[src/design/pdc_pkg.sv]
// ----------------------------------------------------------------------------
// pdc_pkg: shared types, codes and helpers for the PID distance controller
// Controller states, datapath command/status bundles, register indexes and
// the fixed-point rounding and saturation helpers.
// ----------------------------------------------------------------------------
package pdc_pkg;

   // Item kinds carried on req_tuser
   localparam logic CMD_START  = 1'b0;
   localparam logic CMD_SAMPLE = 1'b1;

   // Configuration register indexes
   localparam logic [2:0] CSR_TARGET     = 3'd0;
   localparam logic [2:0] CSR_INT_LIMIT  = 3'd1;
   localparam logic [2:0] CSR_TOLERANCE  = 3'd2;
   localparam logic [2:0] CSR_GAIN_P     = 3'd3;
   localparam logic [2:0] CSR_GAIN_I     = 3'd4;
   localparam logic [2:0] CSR_GAIN_D     = 3'd5;
   localparam logic [2:0] CSR_IN_PER_DEG = 3'd6;
   localparam logic [2:0] CSR_PERIOD     = 3'd7;

   // Register reset values
   localparam logic [23:0] GAIN_P_RST     = 24'd458752;
   localparam logic [23:0] GAIN_I_RST     = 24'd32768;
   localparam logic [23:0] GAIN_D_RST     = 24'd218453;
   localparam logic [23:0] IN_PER_DEG_RST = 24'd285503;
   localparam logic [15:0] PERIOD_RST     = 16'd983;

   // Datapath widths
   localparam int PROD_W = 58;   // 33b signed x 25b signed
   localparam int ACC_W  = 60;   // sum of three products
   localparam int RND_W  = 44;   // accumulator after dropping 16 fraction bits

   typedef enum logic [3:0] {
      ST_IDLE,
      ST_DIST_MUL,
      ST_DIST,
      ST_ERR,
      ST_INT_MUL,
      ST_INT,
      ST_I_MUL,
      ST_D_MUL,
      ST_SUM,
      ST_OUT
   } state_type;

   typedef enum logic [1:0] {
      OUT_START,
      OUT_IDLE,
      OUT_RUN
   } out_mode_type;

   typedef enum logic [2:0] {
      MUL_ANGLE_IPD,
      MUL_ERR_SP,
      MUL_ERR_GP,
      MUL_INTEG_GI,
      MUL_DERIV_GD
   } mul_sel_type;

   typedef struct packed {
      logic         in_ld;
      logic         mul_en;
      mul_sel_type  mul_sel;
      logic         dist_ld;
      logic         err_ld;
      logic         deriv_ld;
      logic         integ_ld;
      logic         acc_ld;
      logic         acc_add;
      logic         out_ld;
      out_mode_type out_mode;
   } cmd_type;

   typedef struct packed {
      logic done;
   } status_type;

   // Round to nearest, ties toward +infinity, drop 16 fraction bits
   function automatic logic signed [RND_W-1:0] round16(input logic signed [ACC_W-1:0] x);
      logic signed [ACC_W-1:0] t;
      t = x + ACC_W'(32768);
      return t[ACC_W-1:16];
   endfunction

   // Clamp to the signed 32-bit range
   function automatic logic signed [31:0] sat32(input logic signed [RND_W-1:0] x);
      logic signed [RND_W-1:0] hi;
      logic signed [RND_W-1:0] lo;
      hi = RND_W'(64'sd2147483647);
      lo = -RND_W'(64'sd2147483648);
      if (x > hi) begin
         return 32'sh7FFF_FFFF;
      end else if (x < lo) begin
         return 32'sh8000_0000;
      end
      return x[31:0];
   endfunction

endpackage

[src/design/pdc_controller.sv]
// ----------------------------------------------------------------------------
// pdc_controller: sequencer of the PID distance controller
// Accepts one beat at a time, steps the datapath through the shared
// multiplier schedule, tracks the running flag and owns the result valid.
// ----------------------------------------------------------------------------
module pdc_controller (
   input  logic                 clock,
   input  logic                 reset,
   input  logic                 req_tvalid,
   output logic                 req_tready,
   input  logic                 req_tuser,
   output logic                 rsp_tvalid,
   input  logic                 rsp_tready,
   output pdc_pkg::cmd_type     cmd,
   input  pdc_pkg::status_type  status
);

   pdc_pkg::state_type    state_ff;
   pdc_pkg::state_type    state_in;
   pdc_pkg::out_mode_type mode_ff;
   pdc_pkg::out_mode_type mode_in;
   logic                  running_ff;
   logic                  running_in;
   logic                  valid_ff;
   logic                  valid_in;
   logic                  accept;
   logic                  out_fire;

   assign req_tready = state_ff == pdc_pkg::ST_IDLE;
   assign accept     = req_tvalid && req_tready;
   assign out_fire   = state_ff == pdc_pkg::ST_OUT && !(valid_ff && !rsp_tready);

   // pick the path for the new beat
   always_comb begin
      priority if (req_tuser == pdc_pkg::CMD_START) begin
         mode_in = pdc_pkg::OUT_START;
      end else if (running_ff) begin
         mode_in = pdc_pkg::OUT_RUN;
      end else begin
         mode_in = pdc_pkg::OUT_IDLE;
      end
   end

   // next state
   always_comb begin
      state_in = state_ff;
      unique case (state_ff)
         pdc_pkg::ST_IDLE: begin
            if (accept) begin
               state_in = (mode_in == pdc_pkg::OUT_RUN) ? pdc_pkg::ST_DIST_MUL
                                                        : pdc_pkg::ST_OUT;
            end
         end
         pdc_pkg::ST_DIST_MUL: state_in = pdc_pkg::ST_DIST;
         pdc_pkg::ST_DIST:     state_in = pdc_pkg::ST_ERR;
         pdc_pkg::ST_ERR:      state_in = pdc_pkg::ST_INT_MUL;
         pdc_pkg::ST_INT_MUL:  state_in = pdc_pkg::ST_INT;
         pdc_pkg::ST_INT:      state_in = pdc_pkg::ST_I_MUL;
         pdc_pkg::ST_I_MUL:    state_in = pdc_pkg::ST_D_MUL;
         pdc_pkg::ST_D_MUL:    state_in = pdc_pkg::ST_SUM;
         pdc_pkg::ST_SUM:      state_in = pdc_pkg::ST_OUT;
         pdc_pkg::ST_OUT: begin
            if (out_fire) begin
               state_in = pdc_pkg::ST_IDLE;
            end
         end
         default: state_in = pdc_pkg::ST_IDLE;
      endcase
   end

   // datapath commands
   always_comb begin
      cmd          = '0;
      cmd.mul_sel  = pdc_pkg::MUL_ANGLE_IPD;
      cmd.out_mode = mode_ff;
      unique case (state_ff)
         pdc_pkg::ST_IDLE: begin
            cmd.in_ld = accept;
         end
         pdc_pkg::ST_DIST_MUL: begin
            cmd.mul_en  = 1'b1;
            cmd.mul_sel = pdc_pkg::MUL_ANGLE_IPD;
         end
         pdc_pkg::ST_DIST: begin
            cmd.dist_ld = 1'b1;
         end
         pdc_pkg::ST_ERR: begin
            cmd.err_ld = 1'b1;
         end
         pdc_pkg::ST_INT_MUL: begin
            cmd.mul_en   = 1'b1;
            cmd.mul_sel  = pdc_pkg::MUL_ERR_SP;
            cmd.deriv_ld = 1'b1;
         end
         pdc_pkg::ST_INT: begin
            cmd.integ_ld = 1'b1;
            cmd.mul_en   = 1'b1;
            cmd.mul_sel  = pdc_pkg::MUL_ERR_GP;
         end
         pdc_pkg::ST_I_MUL: begin
            cmd.acc_ld  = 1'b1;
            cmd.mul_en  = 1'b1;
            cmd.mul_sel = pdc_pkg::MUL_INTEG_GI;
         end
         pdc_pkg::ST_D_MUL: begin
            cmd.acc_add = 1'b1;
            cmd.mul_en  = 1'b1;
            cmd.mul_sel = pdc_pkg::MUL_DERIV_GD;
         end
         pdc_pkg::ST_SUM: begin
            cmd.acc_add = 1'b1;
         end
         pdc_pkg::ST_OUT: begin
            cmd.out_ld = out_fire;
         end
         default: ;
      endcase
   end

   // running flag and result valid
   always_comb begin
      running_in = running_ff;
      if (out_fire) begin
         unique case (mode_ff)
            pdc_pkg::OUT_START: running_in = !status.done;
            pdc_pkg::OUT_RUN:   running_in = running_ff && !status.done;
            default:            running_in = running_ff;
         endcase
      end
      if (out_fire) begin
         valid_in = 1'b1;
      end else if (rsp_tready) begin
         valid_in = 1'b0;
      end else begin
         valid_in = valid_ff;
      end
   end

   always_ff @(posedge clock) begin
      if (reset) begin
         state_ff   <= pdc_pkg::ST_IDLE;
         mode_ff    <= pdc_pkg::OUT_IDLE;
         running_ff <= 1'b0;
         valid_ff   <= 1'b0;
      end else begin
         state_ff   <= state_in;
         running_ff <= running_in;
         valid_ff   <= valid_in;
         if (accept) begin
            mode_ff <= mode_in;
         end
      end
   end

   assign rsp_tvalid = valid_ff;

`ifndef NO_ASSERTIONS
   a_one_at_a_time: assert property (@(posedge clock) disable iff (reset)
      req_tvalid && req_tready |=> !req_tready)
      else $error("beat accepted while previous beat still in work");

   a_no_overwrite: assert property (@(posedge clock) disable iff (reset)
      cmd.out_ld |-> !(rsp_tvalid && !rsp_tready))
      else $error("result register loaded over an unconsumed result");

   a_run_from_start: assert property (@(posedge clock) disable iff (reset)
      $rose(running_ff) |-> $past(cmd.out_ld && cmd.out_mode == pdc_pkg::OUT_START))
      else $error("running set by something other than a start beat");

   a_done_stops: assert property (@(posedge clock) disable iff (reset)
      cmd.out_ld && status.done |=> !running_ff)
      else $error("running still set after a done result");
`endif

endmodule

[config.mk]
export PLATFORM = sky130hd
export DESIGN_NAME = pdc_controller
export DESIGN_NICKNAME = d
export VERILOG_FILES = /design/src/design/pdc_pkg.sv /design/src/design/pdc_controller.sv
export SDC_FILE = /design/constraint.sdc
export NUM_CORES = 1
export LEC_CHECK = 0
export ABC_AREA = 1
export BUFFER_PORTS_ARGS = -buffer_cell sky130_fd_sc_hd__buf_2
export CAP_MARGIN = 20
export CORE_AREA = 3 3 40 42
export CTS_CLUSTER_SIZE = 28
export DETAILED_ROUTE_END_ITERATION = 7
export DIE_AREA = 0 0 43 45
export GPL_ROUTABILITY_DRIVEN = 0
export HOLD_SLACK_MARGIN = 0.06
export PLACE_DENSITY_LB_ADDON = 0.05
export SLEW_MARGIN = 15
export SYNTH_ARGS = -nofsm -noshare
export SYNTH_HDL_FRONTEND = slang
export SYNTH_SLANG_ARGS = --single-unit
[constraint.sdc]
create_clock -name clock -period 1.8 [get_ports clock]
set_input_delay 0.45 -clock clock [delete_from_list [all_inputs] [get_ports clock]]
set_output_delay 0.45 -clock clock [all_outputs]
set_load 0.05 [all_outputs]
==> impl_metrics.ini, run 1 <==
[run]
timing.max_cap.violations = 0

[power]
p_leak_uw = 0.0003598
p_seq_share_pct = 24.8
max-vdd-ir-drop_mv = 1.022
p_sw_uw = 746.0
comb_power_share_pct = 64.6
swShare_pct = 58.08
internal-power_uw = 538.5
p_per_area_mw_per_mm2 = 1870
power_uw = 1285
clock_power_share_pct = 10.6

[setup_path]
r2r_slack_ns = 0.71
crit_type = register to output pin
crit_path_end_kind = output pin
startpoint = state_ff[0]
worstPathRequired_ns = 1.35
reg2regPathDepth = 7
worst_r2r_startpoint = state_ff[0]
crit_end = cmd[13]
critPathArrivalTime_ns = 1.28
cp-start-kind = register
crit_fanout = 7
reg2reg_to = state_ff[0]

[cts]
cts_tree = done
clock_latency_ns = 0.25
post_cts_buffers = 0
cts_hold_buf = 0
clkTransAtPathRegs_ns = 0.06
cts_buffer_depth = 2
cts_sinks = 8
h-tree-depth = 1
root_buffer = clkbuf_4
cts_made_buffers = 3

[yosys]
yosys.area.top_type_share_pct = 31.68
syn_area_um2 = 505.5
yosys-top-cells-area = dfxtp_1, inv_1, nand2_1
netlist_instances = 76
synth_nets = 82
yosys_warnings = 0
syn_avg_cell_area_um2 = 6.651
seq_area_frac_synth_pct = 31.68
synth.ff_latch_count = 8
synth_top_cell_by_area = dfxtp_1
synth_cell_types = 20

[sta]
holdWs_ns = 0.4191
drv_slew = 0
finClkSkew_ns = 0.006226
hold_viol = 0
period_minus_slack_ns = 1.734
fmax_ghz = 0.5766
rsz0062_at_grt = false
worstMarginPinSlew_ns = 0.2535
timing.max_slew.rel_slack_pct = 83.22
setup_viol = 0
post-route-period-util_pct = 96.34

[detailed_routing]
wl_per_cell_um = 10.27
first_iter_violations = 13
drtPass1Iterations = 4
dr_total_vias = 522
via_per_inst = 4.619
ant_nets = 0
drc = 0
finalWirelength_um = 1160

[floorplanning]
die_h_um = 45
initial_utilization_pct = 39.34
io_pins = 22
core_mm2 = 0.001285
rows = 13
die_area_mm2 = 0.001935
dieWidth_um = 43

[placement]
io_buffers = 21
dpl.hpwl_um = 906.1
dp_cells = 110
placed_area_um2 = 624.3

[status]
status = finished clean

[cells_and_area]
diodes = 0
finalInstanceArea_um2 = 686.9
seq_area_um2 = 167.7
final_util_pct = 53.46
n_fill_cell = 140
layout-drive-gt1-share_pct = 42.86
syn2layout_area_growth_pct = 35.89
fin_cells = 113
multi_input_area_um2 = 274.0
final_cell_mix = inv_1, buf_2, nand2_1
nets = 106

[global_route]
antenna_found_initial = 0
grt_pass1_vias = 484
grtUsageTotal_pct = 13.16
grt_pass1_wl_um = 1918
grt_max_degree = 8
overflow = 0

[hold_path]
hold_path_class = input pin to register
whs_path_depth = 2
[synth_stat cells]
| cell | n |
|---|---|
| a21oi_1 | 6 |
| buf_4 | 2 |
| clkinv_1 | 2 |
| dfxtp_1 | 8 |
| inv_1 | 16 |
| inv_4 | 1 |
| nand2_1 | 11 |
| nand2_2 | 2 |
| nand2_4 | 2 |
| nand3_1 | 2 |
| nand3_2 | 1 |
| nand4_1 | 2 |
| nor2_1 | 11 |
| nor2_4 | 3 |
| nor3_1 | 2 |
| nor4_1 | 1 |
| o211ai_1 | 1 |
| o21ai_1 | 1 |
| o21bai_1 | 1 |
| o22ai_1 | 1 |
[through the flow]
stage | worst slack [ns] | setup TNS [ns]
after floorplan | -0.03084 | -0.03084
after global placement | 0.1987 | 0
after detailed placement | 0.1715 | 0
after CTS | 0.02283 | 0
after global routing | 0.001335 | 0
final | 0.06584 | 0
[flip-flops by register name, indices dropped and copies added, names as in the netlist]
name / flops
running_ff: 1
rsp_tvalid: 1
mode_ff: 2
state_ff: 4
[worst max-delay path: stages, from the launching register on]
cell	delay, ns
dfxtp_4	0.37
nor2_4	0.21
nand2_4	0.09
nor2_4	0.13
buf_4	0.22
[per-layer routing]
layer / wire (um) / GRT usage (%) / share of wire [%] / up-vias
li1: - / - / - / 278
met1: 547 / 15.66 / 47 / 226
met2: 520 / 21.26 / 45 / 16
met3: 81 / 2.789 / 7.0 / 2
met4: 11 / 9.036 / 0.95 / 0
met5: 0 / 0 / 0 / -
[how the worst min path moves through the flow]
stage | startpoint | endpoint
final | reset | state_ff[3]
after global routing | reset | state_ff[2]
after CTS | reset | state_ff[3]
after detailed placement | running_ff | running_ff
after global placement | running_ff | running_ff
after floorplan | running_ff | running_ff
[final cells by class]
class                      instances  area share (%)
inverter                          19           10.75
clock buffer                       3           3.279
tap                               15           2.732
multi-input combinational         47           39.89
sequential                         8           24.41
timing repair buffer              21           18.94
[repair_timing]
action                                  in CTS  in global routing
endpoints found under the hold margin        0                  0
pin swaps                                    0                  0
gates resized for setup                      9                  9
endpoints found under the setup margin      10                 10
[cell families after synthesis]
logic type	after synthesis	share of synthesized area [%]
simple gates	37	39.60
compound gates	10	11.14
buf+inv	21	17.58
flops	8	31.68
[power groups by stage]
stage	Clock (uW)	Sequential [uW]	Combinational [uW]
2_1_floorplan	0	359	623
3_3_place_gp	0	299	809
3_5_place_dp	0	302	807
4_1_cts	143	301	825
5_1_grt	152	328	896
6_report	136	318	830
No activity file was read; power rests on OpenSTA's default activity.
==> inputs of run 2 (changes only) <==
ABC_AREA = 0   (was 1)
==> run 2 against run 1 <==
Clock skew fell by 0.00074 ns. Global-route usage rose by 1.6 points. Non-clock buffer count rose by 10. Via count rose by 5.0%. Power fell by 33%. Worst hold slack got worse by 0.029 ns. Synthesized area fell by 2.2%. Clock power barely moved. Register-to-register slack got worse by 0.35 ns. Count of clock-buffer cells in the layout did not move. Highest routed layer unchanged. Setup slack got worse by 0.010 ns. Synthesized cell count fell by 20%.
==> impl_metrics.ini, run 2 <==
[status]
status = finished clean

[hold_path]
whs_path_depth = 2
hold_path_class = input pin to register

[yosys]
synth_compound_area_share_pct = 19.75
synth_top_cell_by_area = dfxtp_1
synth_xor_area_share_pct = 3.544
synth-adder-area-share_pct = 0
yosys.area.top_type_share_pct = 32.41
ys_async_sr_fraction_pct = 0
synth-edff-count = 0
yosys_warnings = 0
yosys-top-cells-area = dfxtp_1, nor3_1, a21oi_1
netlist_instances = 61
syn_avg_cell_area_um2 = 8.102
synth.top_cells.by_count = dfxtp_1, nor3_1, nor2_1, a21oi_1
synth.ff_latch_count = 8
synth_cell_types = 32
synth.most_common_cell = dfxtp_1
synth_mux_area_share_pct = 0
synth_top_family_by_area = simple AND/OR/NAND/NOR gates
synth_simple_gate_area_share_pct = 34.68
synth_nets = 67
syn_area_um2 = 494.2
seq_area_frac_synth_pct = 32.41
ys.flop_type = dfxtp_1

[run]
timing.max_cap.violations = 0

[placement]
dp_cells = 96
io_buffers = 21
dpl.hpwl_um = 952.6
dp_slack_ns = 0.04775
placed_area_um2 = 686.9

[sta]
post-route-period-util_pct = 96.92
setup_viol = 0
drv_slew = 0
worstMarginPinSlew_ns = 0.3070
hold_viol = 0
setup_slack_ns = 0.05546
fmax_ghz = 0.5732
rsz0062_at_grt = false
final.setup.tns_ns = 0
period_minus_slack_ns = 1.745
timing.max_slew.rel_slack_pct = 79.00
finClkSkew_ns = 0.005481

[global_route]
antenna_found_initial = 0
overflow = 0
grt_pass1_wl_um = 2132
grtUsageTotal_pct = 14.79
grt_max_degree = 13
grt_pass1_vias = 478

[setup_path]
worstPathRequired_ns = 1.35
crit_path_end_kind = output pin
cp-start-kind = register
crit_fanout = 12
critPathArrivalTime_ns = 1.29
reg2regPathDepth = 3
crit_type = register to output pin

[cells_and_area]
largest_reg_flops = 4
layout-drive-gt1-share_pct = 60.23
diodes = 0
regMostFlops = state_ff
nets = 96
n_fill_cell = 113
fin_cells = 103
final_cell_mix = buf_2, buf_4
finalInstanceArea_um2 = 798.3
reg_top3 = state_ff x4, mode_ff x2
final_common_cell = buf_2
syn2layout_area_growth_pct = 61.52

[cts]
cts_hold_buf = 0
clkTransAtPathRegs_ns = 0.06
root_buffer = clkbuf_4
h-tree-depth = 1
cts_made_buffers = 3
clock_latency_ns = 0.26
cts_sinks = 8
cts_tree = done
cts_buffer_depth = 2

[detailed_routing]
ant_nets = 0
first_iter_violations = 9
drtPass1Iterations = 4
drc = 0
via_per_inst = 5.320
wl_per_cell_um = 12.77
finalWirelength_um = 1315
dr_total_vias = 548

[power]
p_per_area_mw_per_mm2 = 1075
max-vdd-ir-drop_mv = 0.5249
p_leak_uw = 0.0003349

[floorplanning]
rows = 13
die_area_mm2 = 0.001935
dieWidth_um = 43
core_mm2 = 0.001285
io_pins = 22
die_h_um = 45
initial_utilization_pct = 38.46
[run 2: stage by stage]
step	hold slack [ns]	utilization, %	total power [uW]
floorplan	0.4594	-	548.0
global placement	0.4885	53.46	636.1
detailed placement	0.4926	53.46	637.5
CTS	0.3850	57.45	807.3
global route	0.3764	62.12	914.5
finish	0.3899	62.12	858.1
[run 2: repair_timing]
action	CTS	global route
endpoints found under the setup margin	13	9
setup buffers	0	4
pin swaps	0	2
gates resized for setup	13	11
[run 2: critical path, cell delays in order (launching register included)]
cell	delay, ns
dfxtp_4	0.39
buf_4	0.15
nor4_2	0.26
buf_4	0.23
[run 2: path summary, 6_finish.rpt]
path                     from  slack, ns          to
setup / recovery  state_ff[2]       0.06      cmd[8]
hold / removal         status       0.39  running_ff
setup reg to reg  state_ff[2]       0.36  running_ff
hold reg to reg    running_ff       0.51  mode_ff[1]
[run 2: area by class of cell]
cell class	instances	area (um2)	share of cell area [%]
Sequential cell	8	175.2	21.94
Timing Repair Buffer	31	214.0	26.80
Multi-Input combinational cell	43	352.8	44.20
Inverter	3	15.01	1.881
Clock buffer	3	22.52	2.821
Tap cell	15	18.77	2.351
[run 2: cell families after synthesis]
group	count (synthesis)
AND/OR/NAND/NOR	28
AO/OA/AOI/OAI	13
buffers and inverters	10
flip-flops	8
XOR/XNOR	2
[run 2: power breakdown]
part | leakage [uW] | total (uW) | switching (uW) | internal [uW]
sequential | 0.0000681 | 251 | 46.1 | 205
clock | 0.0000138 | 139 | 62.7 | 76.4
combinational | 0.000253 | 468 | 271 | 198
total | 0.000335 | 858 | 379 | 479
[run 2: per-layer routing]
layer	part of all wire (%)	GRT usage, %	routed length [um]	vias to the layer above
met1	47	20.19	619	246
met5	0	0	0	-
met2	45	21.86	593	18
met4	0.53	1.807	7	0
li1	-	-	-	282
met3	7.1	7.171	94	2
